--- src/hdl/ast_pkg.sv ---
// Shared types, constants and byte classifiers for the source tokenizer.
// No dependencies; every tokenizer module, the checker and two channel interfaces import it.
`default_nettype none

package ast_pkg;

	localparam int ROW_BITS_DEF    = 24;
	localparam int COLUMN_BITS_DEF = 16;
	localparam int CFG_INDEX_BITS  = 2;
	localparam int CFG_DATA_BITS   = 32;
	localparam int QUEUE_DEPTH     = 4;
	// kind, value byte, has-byte flag and last flag of one token item
	localparam int ITEM_FIXED_BITS = 3 + 8 + 1 + 1;

	localparam logic [CFG_INDEX_BITS-1:0] REG_START_ROW    = CFG_INDEX_BITS'(0);
	localparam logic [CFG_INDEX_BITS-1:0] REG_START_COLUMN = CFG_INDEX_BITS'(1);

	localparam logic [7:0] CH_NUL        = 8'h00;
	localparam logic [7:0] CH_TAB        = 8'h09;
	localparam logic [7:0] CH_NEWLINE    = 8'h0A;
	localparam logic [7:0] CH_SPACE      = 8'h20;
	localparam logic [7:0] CH_DQUOTE     = 8'h22;
	localparam logic [7:0] CH_APOSTROPHE = 8'h27;
	localparam logic [7:0] CH_COLON      = 8'h3A;
	localparam logic [7:0] CH_SEMICOLON  = 8'h3B;
	localparam logic [7:0] CH_BACKSLASH  = 8'h5C;
	localparam logic [7:0] CH_UNDERSCORE = 8'h5F;
	localparam logic [7:0] CH_LOWER_B    = 8'h62;
	localparam logic [7:0] CH_LOWER_N    = 8'h6E;
	localparam logic [7:0] CH_LOWER_T    = 8'h74;
	localparam logic [7:0] CH_LOWER_X    = 8'h78;

	typedef enum logic [2:0] {
		KIND_IDENT = 3'd0,
		KIND_INT   = 3'd1,
		KIND_STR   = 3'd2,
		KIND_CHR   = 3'd3,
		KIND_COLON = 3'd4,
		KIND_EOF   = 3'd5
	} token_kind_t;

	typedef enum logic [3:0] {
		LEX_IDLE     = 4'd0,
		LEX_IDENT    = 4'd1,
		LEX_NUM      = 4'd2,
		LEX_STR      = 4'd3,
		LEX_STR_ESC  = 4'd4,
		LEX_CHR      = 4'd5,
		LEX_CHR_ESC  = 4'd6,
		LEX_CHR_SKIP = 4'd7,
		LEX_COMMENT  = 4'd8,
		LEX_HALT     = 4'd9
	} lex_mode_t;

	typedef struct packed {
		logic not_empty;
		logic not_full;
	} queue_status_t;

	function automatic logic is_alpha(input logic [7:0] b);
		return ((b >= 8'h61) && (b <= 8'h7A)) || ((b >= 8'h41) && (b <= 8'h5A));
	endfunction

	function automatic logic is_digit(input logic [7:0] b);
		return (b >= 8'h30) && (b <= 8'h39);
	endfunction

	function automatic logic [7:0] escape_value(input logic [7:0] b);
		logic [7:0] v;
		v = CH_NUL;
		if (b == CH_LOWER_N) begin
			v = CH_NEWLINE;
		end else if (b == CH_LOWER_T) begin
			v = CH_TAB;
		end
		return v;
	endfunction

endpackage

`default_nettype wire

--- src/hdl/ast_channels_if.sv ---
// Handshake channels of the tokenizer: source bytes, token items, register writes.
// Depends on ast_pkg for widths and the token kind type.
`default_nettype none


interface ast_token_if
	import ast_pkg::*;
	#(
	parameter int ROW_BITS    = ROW_BITS_DEF,
	parameter int COLUMN_BITS = COLUMN_BITS_DEF
	);
	logic                   valid;
	logic                   ready;
	token_kind_t            token_kind;
	logic [7:0]             value_byte;
	logic                   has_byte;
	logic                   token_last;
	logic [ROW_BITS-1:0]    token_row;
	logic [COLUMN_BITS-1:0] token_column;

	modport source (output valid, output token_kind, output value_byte, output has_byte,
		output token_last, output token_row, output token_column, input ready);
	modport sink (input valid, input token_kind, input value_byte, input has_byte,
		input token_last, input token_row, input token_column, output ready);
endinterface


`default_nettype wire

--- src/hdl/ast_back.sv ---
// Back end of the tokenizer: takes token records from the queue and hands out
// their one or two items, one per transaction. Uses ast_pkg.
`default_nettype none

module ast_back
	import ast_pkg::*;
	#(
	parameter int ROW_BITS    = ROW_BITS_DEF,
	parameter int COLUMN_BITS = COLUMN_BITS_DEF
	) (
	input  wire logic         clk,
	input  wire logic         arst_n,
	input  wire logic [2*(ITEM_FIXED_BITS+ROW_BITS+COLUMN_BITS):0] rd_data,
	input  wire queue_status_t queue_status,
	output logic              pop,
	ast_token_if.source       token_out
	);

	typedef struct packed {
		token_kind_t            kind;
		logic [7:0]             value;
		logic                   has;
		logic                   last;
		logic [ROW_BITS-1:0]    row;
		logic [COLUMN_BITS-1:0] col;
	} item_t;

	typedef struct packed {
		item_t a;
		item_t b;
		logic  two;
	} record_t;

	record_t rec_q;
	logic    valid_q, phase_q;
	logic    take, finish, load;
	item_t   cur;

	assign take   = valid_q && token_out.ready;
	assign finish = take && (phase_q || !rec_q.two);
	assign load   = queue_status.not_empty && (!valid_q || finish);
	assign pop    = load;

	assign cur                    = phase_q ? rec_q.b : rec_q.a;
	assign token_out.valid        = valid_q;
	assign token_out.token_kind   = cur.kind;
	assign token_out.value_byte   = cur.value;
	assign token_out.has_byte     = cur.has;
	assign token_out.token_last   = cur.last;
	assign token_out.token_row    = cur.row;
	assign token_out.token_column = cur.col;

	always_ff @(posedge clk) begin
		if (load) begin
			rec_q <= rd_data;
		end
	end

	always_ff @(posedge clk or negedge arst_n) begin
		if (!arst_n) begin
			valid_q <= 1'b0;
			phase_q <= 1'b0;
		end else if (load) begin
			valid_q <= 1'b1;
			phase_q <= 1'b0;
		end else if (finish) begin
			valid_q <= 1'b0;
			phase_q <= 1'b0;
		end else if (take) begin
			phase_q <= 1'b1;
		end
	end

endmodule

`default_nettype wire

--- src/flat_wrapper.sv ---
// flat-port wrapper written by rule: the top's interface ports become plain ports
module ast_back_flat import ast_pkg::*;
#(
	parameter int ROW_BITS    = ROW_BITS_DEF,
	parameter int COLUMN_BITS = COLUMN_BITS_DEF
	)
  (clk, arst_n, rd_data, queue_status, pop, token_out_valid, token_out_token_kind, token_out_value_byte, token_out_has_byte, token_out_token_last, token_out_token_row, token_out_token_column, token_out_ready);
  ast_token_if #(.ROW_BITS(ROW_BITS), .COLUMN_BITS(COLUMN_BITS)) token_out_i ();
  input  wire logic clk;
  input  wire logic arst_n;
  input  wire logic [2*(ITEM_FIXED_BITS+ROW_BITS+COLUMN_BITS):0] rd_data;
  input  wire queue_status_t queue_status;
  output logic pop;
  output wire logic [$bits(token_out_i.valid)-1:0] token_out_valid;
  output wire logic [$bits(token_out_i.token_kind)-1:0] token_out_token_kind;
  output wire logic [$bits(token_out_i.value_byte)-1:0] token_out_value_byte;
  output wire logic [$bits(token_out_i.has_byte)-1:0] token_out_has_byte;
  output wire logic [$bits(token_out_i.token_last)-1:0] token_out_token_last;
  output wire logic [$bits(token_out_i.token_row)-1:0] token_out_token_row;
  output wire logic [$bits(token_out_i.token_column)-1:0] token_out_token_column;
  input wire logic [$bits(token_out_i.ready)-1:0] token_out_ready;
  assign token_out_valid = token_out_i.valid;
  assign token_out_token_kind = token_out_i.token_kind;
  assign token_out_value_byte = token_out_i.value_byte;
  assign token_out_has_byte = token_out_i.has_byte;
  assign token_out_token_last = token_out_i.token_last;
  assign token_out_token_row = token_out_i.token_row;
  assign token_out_token_column = token_out_i.token_column;
  assign token_out_i.ready = token_out_ready;
  ast_back #(.ROW_BITS(ROW_BITS), .COLUMN_BITS(COLUMN_BITS)) u_core (.clk(clk), .arst_n(arst_n), .rd_data(rd_data), .queue_status(queue_status), .pop(pop), .token_out(token_out_i));
endmodule
--- config.mk ---
export PLATFORM = sky130hd
export DESIGN_NAME = ast_back_flat
export DESIGN_NICKNAME = d
export VERILOG_FILES = /design/src/hdl/ast_pkg.sv /design/src/hdl/ast_channels_if.sv /design/src/hdl/ast_back.sv /design/src/flat_wrapper.sv
export SDC_FILE = /design/constraint.sdc
export NUM_CORES = 1
export LEC_CHECK = 0
export BUFFER_PORTS_ARGS = -buffer_cell sky130_fd_sc_hd__buf_2
export CORE_MARGIN = 2
export CORE_UTILIZATION = 49
export CTS_BUF_LIST = sky130_fd_sc_hd__clkbuf_4 sky130_fd_sc_hd__clkbuf_8 sky130_fd_sc_hd__clkbuf_16
export DETAILED_ROUTE_END_ITERATION = 6
export MAX_ROUTING_LAYER = met4
export PLACE_DENSITY = 0.92
export SLEW_MARGIN = 20
export SYNTH_ARGS = -nofsm -noshare
export SYNTH_HDL_FRONTEND = slang
export SYNTH_SLANG_ARGS = --single-unit
--- constraint.sdc ---
create_clock -name clk -period 7.9 [get_ports clk]
set_clock_uncertainty 0.1 [all_clocks]
set_input_delay 0.79 -clock clk [delete_from_list [all_inputs] [get_ports clk]]
set_output_delay 0.79 -clock clk [all_outputs]
set_load 0.005 [all_outputs]
# Word-level counts from Yosys, hierarchy flattened
# Cells that the tools add are included.
[totals]
latchBits = 0
mem_bits_rw = 0
out_inout_bits = 55
in_bits = 112
romBits = 0
regBits = 109
memories = 0
wordCells = 30
[classes]
add_sub_neg = 0
mux = 6
bitwise_logic = 0
n_eq_ne = 0
magnitude_cmp = 0
reduce_logical = 9
n_mul = 0
div = 0
shift = 0
[ops]
columns = ["op", "n"]
rows = [
  ["$mux W53", 1],
  ["$mux W1", 5],
  ["$logic_and A1 B1 Y1", 3],
  ["$reduce_bool A3 Y1", 1],
  ["$logic_not A1 Y1", 2],
  ["$logic_or A1 B1 Y1", 2],
  ["$reduce_bool A2 Y1", 1],
]

# Logic depth before layout (Yosys ltp)
# Gate-level depths: netlist of run 1.
[logic_depth]
ltp_word = 6
depth_mapped = 4
depth_no_buf = 3

# Worst setup path before layout of run 1
# OpenSTA, ideal clock, no wires.
[synth_path]
path_kind = "input port to output port"
start = "input token_out_ready"
end = "output pop"
cell_stages = 3
arrival_time_ps = 3539
required_ps = 7010
slack_ps = 3471
path_buffers = 0
path_cell_list = "inv_1 > o21ai_0 > and2_1"
[synth_via]
elab_chain_len = 4
[synth_rtl]
columns = ["item", "line", "rtl"]
rows = [
  ["from (decl)", "flat_wrapper.sv:21", "input wire logic [$bits(token_out_i.ready)-1:0] token_out_ready;"],
  ["$logic_and A1 B1 Y1", "ast_back.sv:39", "assign take = valid_q && token_out.ready;"],
  ["$logic_and A1 B1 Y1", "ast_back.sv:40", "assign finish = take && (phase_q || !rec_q.two);"],
  ["$logic_or A1 B1 Y1", "ast_back.sv:41", "assign load = queue_status.not_empty && (!valid_q || finish);"],
  ["$logic_and A1 B1 Y1", "ast_back.sv:41", ""],
  ["to (decl)", "flat_wrapper.sv:13", "output logic pop;"],
]
# Every way passes these cells.

# Worst setup path in the final report of run 1
[layout_path]
start = "register u_core.phase_q"
end = "output pop"
[layout_via]
elab_chain_len = 4
[layout_rtl]
columns = ["item", "line", "rtl"]
rows = [
  ["from (decl)", "ast_back.sv:35", "logic valid_q, phase_q;"],
  ["from (signal assigned)", "ast_back.sv:62", "phase_q <= 1'b0;"],
  ["from (signal assigned)", "ast_back.sv:65", "phase_q <= 1'b0;"],
  ["from (signal assigned)", "ast_back.sv:68", "phase_q <= 1'b0;"],
  ["$logic_or A1 B1 Y1", "ast_back.sv:40", ""],
  ["$logic_and A1 B1 Y1", "ast_back.sv:40", ""],
  ["$logic_or A1 B1 Y1", "ast_back.sv:41", ""],
  ["$logic_and A1 B1 Y1", "ast_back.sv:41", ""],
]
# Every way passes these cells.

==> flow_metrics.tcl, run 1 <==
set metrics [dict create \
    slew_violations 0 \
    arrival_ps 2690 \
    fin_crit_ps 3580 \
    clk_pin_slew_ps 100 \
    worstSetupPathType "reg2out" \
    multiInputGateArea_um2 830 \
    placed_cell_area_um2 5060 \
    path_max_fanout 55 \
    crit_buf_inv 1 \
    nNetsFinal 458 \
    cts_setup_buffers 0 \
    power_density_nw_per_um2 230 \
    drt-total-wl_mm 7.08 \
    grtUsageTotal_pct 15.1 \
    run_status "completed" \
    cp_top_family "flip-flops" \
    clockBufferDepth 2 \
    wl_per_cell_um 15.5 \
    cts_resized 0 \
    critical_path.max_stage_delay_ps 1090 \
    num_vias 2134 \
    synth_seq_cells 109 \
    synthCells 175 \
    finalCritPeriodShare_pct 45.3 \
    design_area_um2 5280 \
    initial_core_util_pct 50.9 \
    syn-num-nets 287 \
    io_buffers 165 \
    cp_slowest_cell "dfrtp_4" \
    drtIter0Drc 46 \
    finalSetupTns_ps 0 \
    rows 33 \
    cts_hold_buf 0 \
    clk_latency_ps 360 \
    synth_cell_types 14 \
    nFillCells 601 \
    die_w_um 96.6 \
    area_growth_pct 25.6 \
    fmax_ghz 0.279 \
    die_y_um 96.6 \
    worst_pin_slew_ps 984 \
    cts_root_buffer "clkbuf_8" \
    avgSynthCellArea_um2 24.0 \
    vias_per_cell 4.68 \
    rsz0062_at_grt "false" \
    final_hold_viol_count 0 \
    clock-sinks 109 \
    ant_nets 0 \
    core_area_um2 8260 \
    cts_htree_levels 3 \
    cts_tree "yes" \
    slew_headroom_pct 34.4 \
    p_leak_uw 0.00220 \
    synth-seq-area-share_pct 77.7 \
    place_congestion 0.723 \
    grt_start_max_net_pins 62 \
    antenna_cells 0 \
    grt_first_pass_wirelength_mm 9.97 \
    seq_area_um2 3270 \
    numCtsBuffers 9 \
    netlist_area_um2 4200 \
    grt_pass1_vias 2211 \
    grt_antenna_before_repair 0 \
    crit_chain "nor2b_2 > o21ai_0 > and2_4 > buf_2" \
    drive_gt1_share_pct 67.8 \
    gr-total-overflow 0 \
    crit_required_ps 7010 \
    dieArea_um2 9330 \
    endpoint_kind "output pin" \
    final-setup-viol-count 0 \
    worstSetupStartpointType "register" \
    holdCritPathClass "in2async" \
    pin_count 167 \
    ir_drop_uv 171 \
    maxCapViolCount 0 \
    hpwl_mm 5.10 \
    yosysWarnings 0 \
    drt_pass1_iterations 4 \
    drc_errors 0 \
]
==> routing by layer <==
| metal | track usage [%] | share of wire (%) | wire (um) | vias to the layer above |
|---|---|---|---|---|
| met5 | - | 0 | 0 | - |
| met4 | 5.63 | 1.2 | 82 | 0 |
| met3 | 4.97 | 8.0 | 564 | 7 |
| met2 | 27.2 | 54 | 3820 | 98 |
| met1 | 15.3 | 37 | 2610 | 999 |
| li1 | - | - | - | 1030 |
==> cells by family after synthesis <==
logic type,synth area share (%)
compound gates,0.357
simple gates,0.507
buf+inv,2.62
flops,77.7
mux,18.8
==> power breakdown <==
| part | internal (uW) | leakage (uW) | switching, uW | total (uW) |
|---|---|---|---|---|
| clock network | 157 | 0.000108 | 185 | 342 |
| logic | 105 | 0.00106 | 54.7 | 160 |
| registers | 680 | 0.00102 | 30.9 | 711 |
| total | 942 | 0.00220 | 271 | 1210 |
==> cell usage after synthesis, drive strengths merged <==
| master | n | area share, % |
|---|---|---|
| edfxtp | 107 | 76 |
| mux2 | 53 | 19 |
| buf | 6 | 2.5 |
| dfrtp | 2 | 1.2 |
| a32o | 1 | 0.24 |
| and2 | 1 | 0.15 |
| inv | 1 | 0.089 |
| mux2i | 1 | 0.24 |
| nand2b | 1 | 0.15 |
| nor2b | 1 | 0.21 |
| o21ai | 1 | 0.12 |
==> area by class of cell <==
cell class / count / share of cell area (%)
well taps: 105 / 2.49
inverters: 1 / 0.0712
repair buffers: 166 / 15.8
multi-input cells: 59 / 15.7
clock buffers: 10 / 2.49
clock inverters: 6 / 1.49
flip-flops and latches: 109 / 61.9
==> final timing paths <==
path / from / endpoint / slack (ps) / cells after the start
setup / recovery: u_core.phase_q$_DFFE_PN0P_ / pop / 4320 / 4
hold / removal: arst_n / u_core.phase_q$_DFFE_PN0P_ / 90 / 1
setup reg to reg: u_core.phase_q$_DFFE_PN0P_ / u_core.rec_q[65]$_DFFE_PP_ / 4580 / 4
hold reg to reg: u_core.token_out.valid$_DFFE_PN0P_ / u_core.phase_q$_DFFE_PN0P_ / 540 / 1
max in group asynchronous: arst_n / u_core.phase_q$_DFFE_PN0P_ / 7500 / 1
min in group clk: rd_data[86] / u_core.rec_q[86]$_DFFE_PP_ / 500 / 1
==> flip-flops by register name, summed over array words and instances (netlist names) <==
register / cells
u_core.token_out.valid: 1
u_core.rec_q: 107
u_core.phase_q: 1
==> placed cells by master (no fill, tap or decap) <==
master and count:
inv_8 2, dfrtp_1 1, mux2_2 4, clkbuf_8 9, dfrtp_4 1, clkbuf_4 1, and2_4 1, nand2b_1 1
buf_2 165, nor2b_2 1, edfxtp_1 107, clkinv_4 2, inv_1 1, inv_6 1, a32o_1 1, bufinv_16 1
mux2i_1 1, o21ai_0 1, buf_4 1, mux2_4 49
==> per-stage QoR <==
step / total power (uW) / hold slack (ps) / worst slack (ps) / cells / util, %
finish: 1210 / 94.0 / 4320 / 456 / 63.9
global route: 1260 / 59.3 / 4140 / 456 / 63.9
CTS: 1230 / 71.2 / 4240 / 456 / 63.9
detailed placement: 887 / 480 / 4550 / 440 / 61.3
global placement: 879 / 470 / 4720 / 440 / 61.3
floorplan: 825 / 394 / 3470 / 175 / -
Power figures use the tool's default switching activity.
==> run 2: changes to the inputs <==
Settings changed: CORE_UTILIZATION 49 to 48, PLACE_DENSITY 0.92 to 0.9.
Clock period 7.9 ns to 3.3 ns, I/O delays scaled along.
==> flow_metrics.tcl, run 2 (synthesis gave the netlist of run 1 again) <==
set metrics [dict create \
    final-setup-viol-count 0 \
    hold_path_depth 1 \
    numCtsBuffers 9 \
    layout_common_cells "165 x buf_2, 107 x edfxtp_1, 49 x mux2_4" \
    design_area_um2 5290 \
    ir_drop_uv 381 \
    clk_latency_ps 350 \
    crit_required_ps 2870 \
    final_common_cell "buf_2" \
    holdCritPathClass "in2reg" \
    worstSetupStartpointType "register" \
    grtUsageTotal_pct 15.6 \
    seq_area_um2 3270 \
    slew_violations 0 \
    path_max_fanout 40 \
    clockBufferDepth 2 \
    grt_start_max_net_pins 52 \
    slew_headroom_pct 66.1 \
    whs_ps 41.3 \
    num_vias 2178 \
    ant_nets 0 \
    place_congestion 0.720 \
    p_leak_uw 0.00220 \
    fin_crit_ps 2260 \
    rr_endpoint "u_core.rec_q[21]$_DFFE_PP_" \
    grt_util_met1_pct 18.7 \
    grt_use_met2_pct 26.7 \
    worst_pin_slew_ps 508 \
    die_y_um 97.5 \
    area_growth_pct 25.9 \
    post-place-ws_ps 1250 \
    endpoint_kind "output pin" \
    p_seq_share_pct 59.0 \
    final_hold_viol_count 0 \
    dieArea_um2 9520 \
    rows 34 \
    grt_use_met3_pct 2.73 \
    worstHoldStart "rd_data[11]" \
    maxCapViolCount 0 \
    p_sw_uw 634 \
    initial_core_util_pct 48.9 \
    largest-register "u_core.rec_q" \
    drtIter0Drc 50 \
    grt_antenna_before_repair 0 \
    core_area_um2 8590 \
    pin_count 167 \
    rr_worst_depth 4 \
    rr_startpoint "u_core.rec_q[0]$_DFFE_PP_" \
    p_comb_share_pct 15.6 \
    arrival_ps 1830 \
    die_w_um 97.5 \
    fin_ws_ps 1040 \
    cts_tree "yes" \
    nNetsFinal 462 \
    grt_first_pass_wirelength_mm 11.1 \
    io_buffers 165 \
    clock-sinks 109 \
    fmax_ghz 0.442 \
    largest_register_ff_count 107 \
    cts_htree_levels 3 \
    cts_resized 0 \
    clk_pin_slew_ps 100 \
    vias_per_cell 4.70 \
    rsz0062_at_grt "false" \
    p_clk_share_pct 25.3 \
    drt-total-wl_mm 7.07 \
    nFillCells 637 \
    power_density_nw_per_um2 529 \
    wl_per_cell_um 15.3 \
    cts_root_buffer "clkbuf_8" \
    finalCritPeriodShare_pct 68.5 \
    drive_gt1_share_pct 67.6 \
    p_int_uw 2160 \
    antenna_cells 0 \
    r2r_slack_ps 1250 \
    worstSetupPathType "reg2out" \
    busiest_layer "met2" \
    hpwl_mm 5.21 \
    drt_pass1_iterations 4 \
    run_status "completed" \
    gr-total-overflow 0 \
    swShare_pct 22.7 \
    placed_cell_area_um2 5100 \
    drc_errors 0 \
    finalSetupTns_ps 0 \
    grt_pass1_vias 2363 \
    holdPathEnd "u_core.rec_q[11]$_DFFE_PP_" \
    multiInputGateArea_um2 830 \
]
-- run 2: cell count changes in the layout (fill, tap and decap cells not counted), moves of 2 or more --
cell,before,now
clkinv_2,0,2
buf_4,1,3
inv_6,1,3
inv_8,2,0
-- run 2: critical path, cell delays in order (launching register included) --
cell and delay [ps]:
edfxtp_1 360, nor2b_2 160, o21ai_0 230, and2_4 520
buf_2 210
-- run 2: what timing repair did --
| action | in CTS | in global routing |
|---|---|---|
| buffers inserted | 0 | 0 |
| hold buffers | 1 | 0 |
| endpoints found under the setup margin | 0 | 0 |
| hold endpoints to repair | 2 | 0 |
-- run 2: how the worst max path moves through the flow --
stage                                          start                    endpoint  cells after the start
final                      u_core.rec_q[0]$_DFFE_PP_                         pop                      4
after global routing       u_core.rec_q[0]$_DFFE_PP_                         pop                      4
after CTS                  u_core.rec_q[0]$_DFFE_PP_                         pop                      4
after detailed placement   u_core.rec_q[0]$_DFFE_PP_  u_core.rec_q[10]$_DFFE_PP_                      4
after global placement     u_core.rec_q[0]$_DFFE_PP_  u_core.rec_q[68]$_DFFE_PP_                      4
after floorplan           u_core.phase_q$_DFFE_PN0P_   u_core.rec_q[0]$_DFFE_PP_                      4
-- run 2: per-layer routing --
layer | part of all wire (%) | wire, um | vias to the layer above
met5 | 0 | 0 | -
met4 | 1.5 | 104 | 0
met3 | 5.9 | 416 | 10
met2 | 52 | 3680 | 106
met1 | 41 | 2870 | 1024
li1 | - | - | 1038
-- run 2: area by class of cell --
cell class / instances / area share, %
multi-input combinational: 59 / 15.7
sequential: 109 / 61.8
inverter: 1 / 0.0710
clock buffer: 9 / 2.34
timing repair buffer: 170 / 16.6
tap: 108 / 2.56
clock inverter: 7 / 0.923
-- run 2: per-stage QoR --
step,cells,utilization [%],total power [uW]
detailed placement,446,59.4,2130
global route,463,61.5,2920
CTS,463,61.5,2830
floorplan,175,-,1970
global placement,446,59.4,2110
finish,463,61.5,2800
-- run 2: power by group through the flow --
| stage | sequential (uW) | combinational, uW | clock, uW |
|---|---|---|---|
| 2_1_floorplan | 1680 | 292 | 0 |
| 3_3_place_gp | 1680 | 433 | 0 |
| 3_5_place_dp | 1680 | 442 | 0 |
| 4_1_cts | 1650 | 445 | 735 |
| 5_1_grt | 1660 | 472 | 791 |
| 6_report | 1650 | 437 | 708 |
==> run 3: changes to the inputs <==
Settings changed: ABC_AREA set to 1, CORE_UTILIZATION 48 to 43, PLACE_DENSITY 0.9 to 0.87.
Clock period 3.3 ns to 1.9 ns, I/O delays scaled along.
==> flow_metrics.tcl, run 3 <==
set metrics [dict create \
    synthFlopType "edfxtp_1" \
    wl_per_cell_um 15.5 \
    synth_mux_area_share_pct 0 \
    rows 35 \
    grt_first_pass_wirelength_mm 16.3 \
    nNetsFinal 687 \
    finalCritPeriodShare_pct 93.8 \
    worst_pin_slew_ps 370 \
    whs_ps 86.6 \
    num_vias 3247 \
    run_status "completed" \
    layout.cells.non_filler 691 \
    clockBufferDepth 2 \
    grtUsageTotal_pct 22.0 \
    synthCells 293 \
    cts_htree_levels 3 \
    synth_top_area_share_pct 79.7 \
    postSynth.asyncResetShare_pct 1.83 \
    post-place-ws_ps 221 \
    grt_start_max_net_pins 69 \
    ir_drop_uv 641 \
    core_area_um2 9150 \
    crit_chain "dlygate4sd3_1 > buf_2 > nand2_1 > inv_1 > nand2_2 > a21oi_4 > buf_4 > buf_12" \
    critical_path.max_stage_delay_ps 530 \
    arrival_ps 1700 \
    slew_headroom_pct 75.4 \
    holdCritPathClass "in2async" \
    fin_ws_ps 118 \
    synthAdderAreaFrac_pct 0 \
    die_y_um 101 \
    synth_seq_cells 109 \
    syn-num-nets 405 \
    synth-xor-area-share_pct 0 \
    crit_required_ps 1820 \
    layout_common_cells "164 x nand2_1, 164 x buf_2, 110 x dlygate4sd3_1" \
    synth_top_family_by_area "simple AND/OR/NAND/NOR gates" \
    fin_crit_ps 1780 \
    path_max_fanout 68 \
    drt_pass1_iterations 4 \
    clock-sinks 109 \
    die_w_um 101 \
    rr_startpoint "u_core.phase_q$_DFFE_PN0P_" \
    antenna_cells 0 \
    yosys.area_share.simple_pct 15.7 \
    maxCapViolCount 0 \
    hpwl_mm 5.45 \
    gr-total-overflow 0 \
    cp_slowest_cell "dlygate4sd3_1" \
    netlist_area_um2 4030 \
    synth.most_common_cell "nand2_1" \
    rr_endpoint "u_core.rec_q[77]$_DFFE_PP_" \
    grt_pass1_vias 3420 \
    vias_per_cell 4.70 \
    place_inst 562 \
    cts_tree "yes" \
    drt-total-wl_mm 10.7 \
    p_leak_uw 0.00280 \
    slew_violations 0 \
    pin_count 167 \
    area_growth_pct 56.5 \
    fmax_ghz 0.561 \
    initial_core_util_pct 44.1 \
    synth_cell_types 10 \
    drive_gt1_share_pct 32.9 \
    place_congestion 0.679 \
    numCtsBuffers 9 \
    io_buffers 165 \
    synthTopCellsByArea "edfxtp_1 80%, nand2_1 15%, buf_6 1.7%, dfrtp_1 1.2%, buf_4 0.93%" \
    dieArea_um2 10200 \
    yosysWarnings 0 \
    synth-seq-area-share_pct 80.9 \
    synth_edf_count 107 \
    synth_common_cells "166 x nand2_1, 107 x edfxtp_1, 6 x buf_6" \
    drc_errors 0 \
    largest-register "u_core.rec_q" \
    final_hold_viol_count 0 \
    worstSetupStartpointType "input pin" \
    avgSynthCellArea_um2 13.8 \
    power_density_nw_per_um2 837 \
    endpoint_kind "register" \
    clk_pin_slew_ps 100 \
    rr_worst_depth 6 \
    yosysTopAreaCell "edfxtp_1" \
    clk_latency_ps 350 \
    ant_nets 0 \
    grt_antenna_before_repair 0 \
    drtIter0Drc 97 \
    largest_register_ff_count 107 \
    worstSetupPathType "in2reg" \
    final-setup-viol-count 0 \
    cts_root_buffer "clkbuf_8" \
    rsz0062_at_grt "false" \
    synth-compound-area-share_pct 0.217 \
    r2r_slack_ps 120 \
]
[run 3: cell types whose count changed after synthesis, moves of 2 or more]
cell / before / now
buf_12: 4 / 0
buf_4: 0 / 5
buf_6: 1 / 6
inv_1: 1 / 3
mux2_2: 4 / 0
mux2_4: 49 / 0
nand2_1: 0 / 166
[run 3: cells by family after synthesis]
group                  after synthesis
buffers and inverters               15
DFF                                109
and+or+nand+nor                    168
AOI/OAI and AO/OA                    1
[run 3: cell type report]
cell class	instances	area [um^2]
clock inverter	7	48.8
sequential	109	3270
tap	111	139
timing repair buffer	282	2060
inverter	4	22.5
clock buffer	9	124
fill	599	2840
multi-input combinational	169	656
[run 3: repair_timing]
item / in CTS / in global routing
hold buffers: 110 / 0
hold endpoints to repair: 111 / 0
setup endpoints to repair: 50 / 17
setup buffers: 1 / 1
resized for setup: 2 / 5
pin swaps: 1 / 0
gates cloned: 1 / 0
[run 3: per-stage QoR]
stage	TNS, ps	util, %	instance area, um^2	total power (uW)
3_5_place_dp	0	54.2	4960	3840
6_report	0	69.0	6310	5280
4_1_cts	0	68.7	6280	5280
2_1_floorplan	-114520	-	4050	3440
3_3_place_gp	0	54.2	4960	3790
5_1_grt	0	69.0	6310	5540
[run 3: how the worst max path moves through the flow]
stage                            endpoint  depth (start not counted)  slack [ps]                               start
5_1_grt                               pop                          8          20                     token_out_ready
3_5_place_dp   u_core.rec_q[85]$_DFFE_PP_                          5         220  u_core.token_out.valid$_DFFE_PN0P_
3_3_place_gp   u_core.rec_q[83]$_DFFE_PP_                          5         260  u_core.token_out.valid$_DFFE_PN0P_
2_1_floorplan   u_core.rec_q[0]$_DFFE_PP_                          5       -1060          u_core.phase_q$_DFFE_PN0P_
6_report       u_core.rec_q[77]$_DFFE_PP_                          8         120                     token_out_ready
4_1_cts        token_out_token_column[10]                          5          30          u_core.phase_q$_DFFE_PN0P_
[run 3: power by group]
| group | internal [uW] | switching, uW |
|---|---|---|
| Clock | 486 | 762 |
| Combinational | 541 | 586 |
| Sequential | 2850 | 58.0 |
[run 3: worst max-delay path, delay by kind of cell]
kind | cells | cell delay [ps]
buffers and inverters | 5 | 1180
AOI/OAI and AO/OA | 1 | 160
and+or+nand+nor | 2 | 130
[run 3: routing by layer]
metal  track usage (%)  part of all wire, %
met5                 -                    0
met4              7.69                  1.5
met3              4.85                  6.3
met2              40.2                   55
met1              23.2                   37
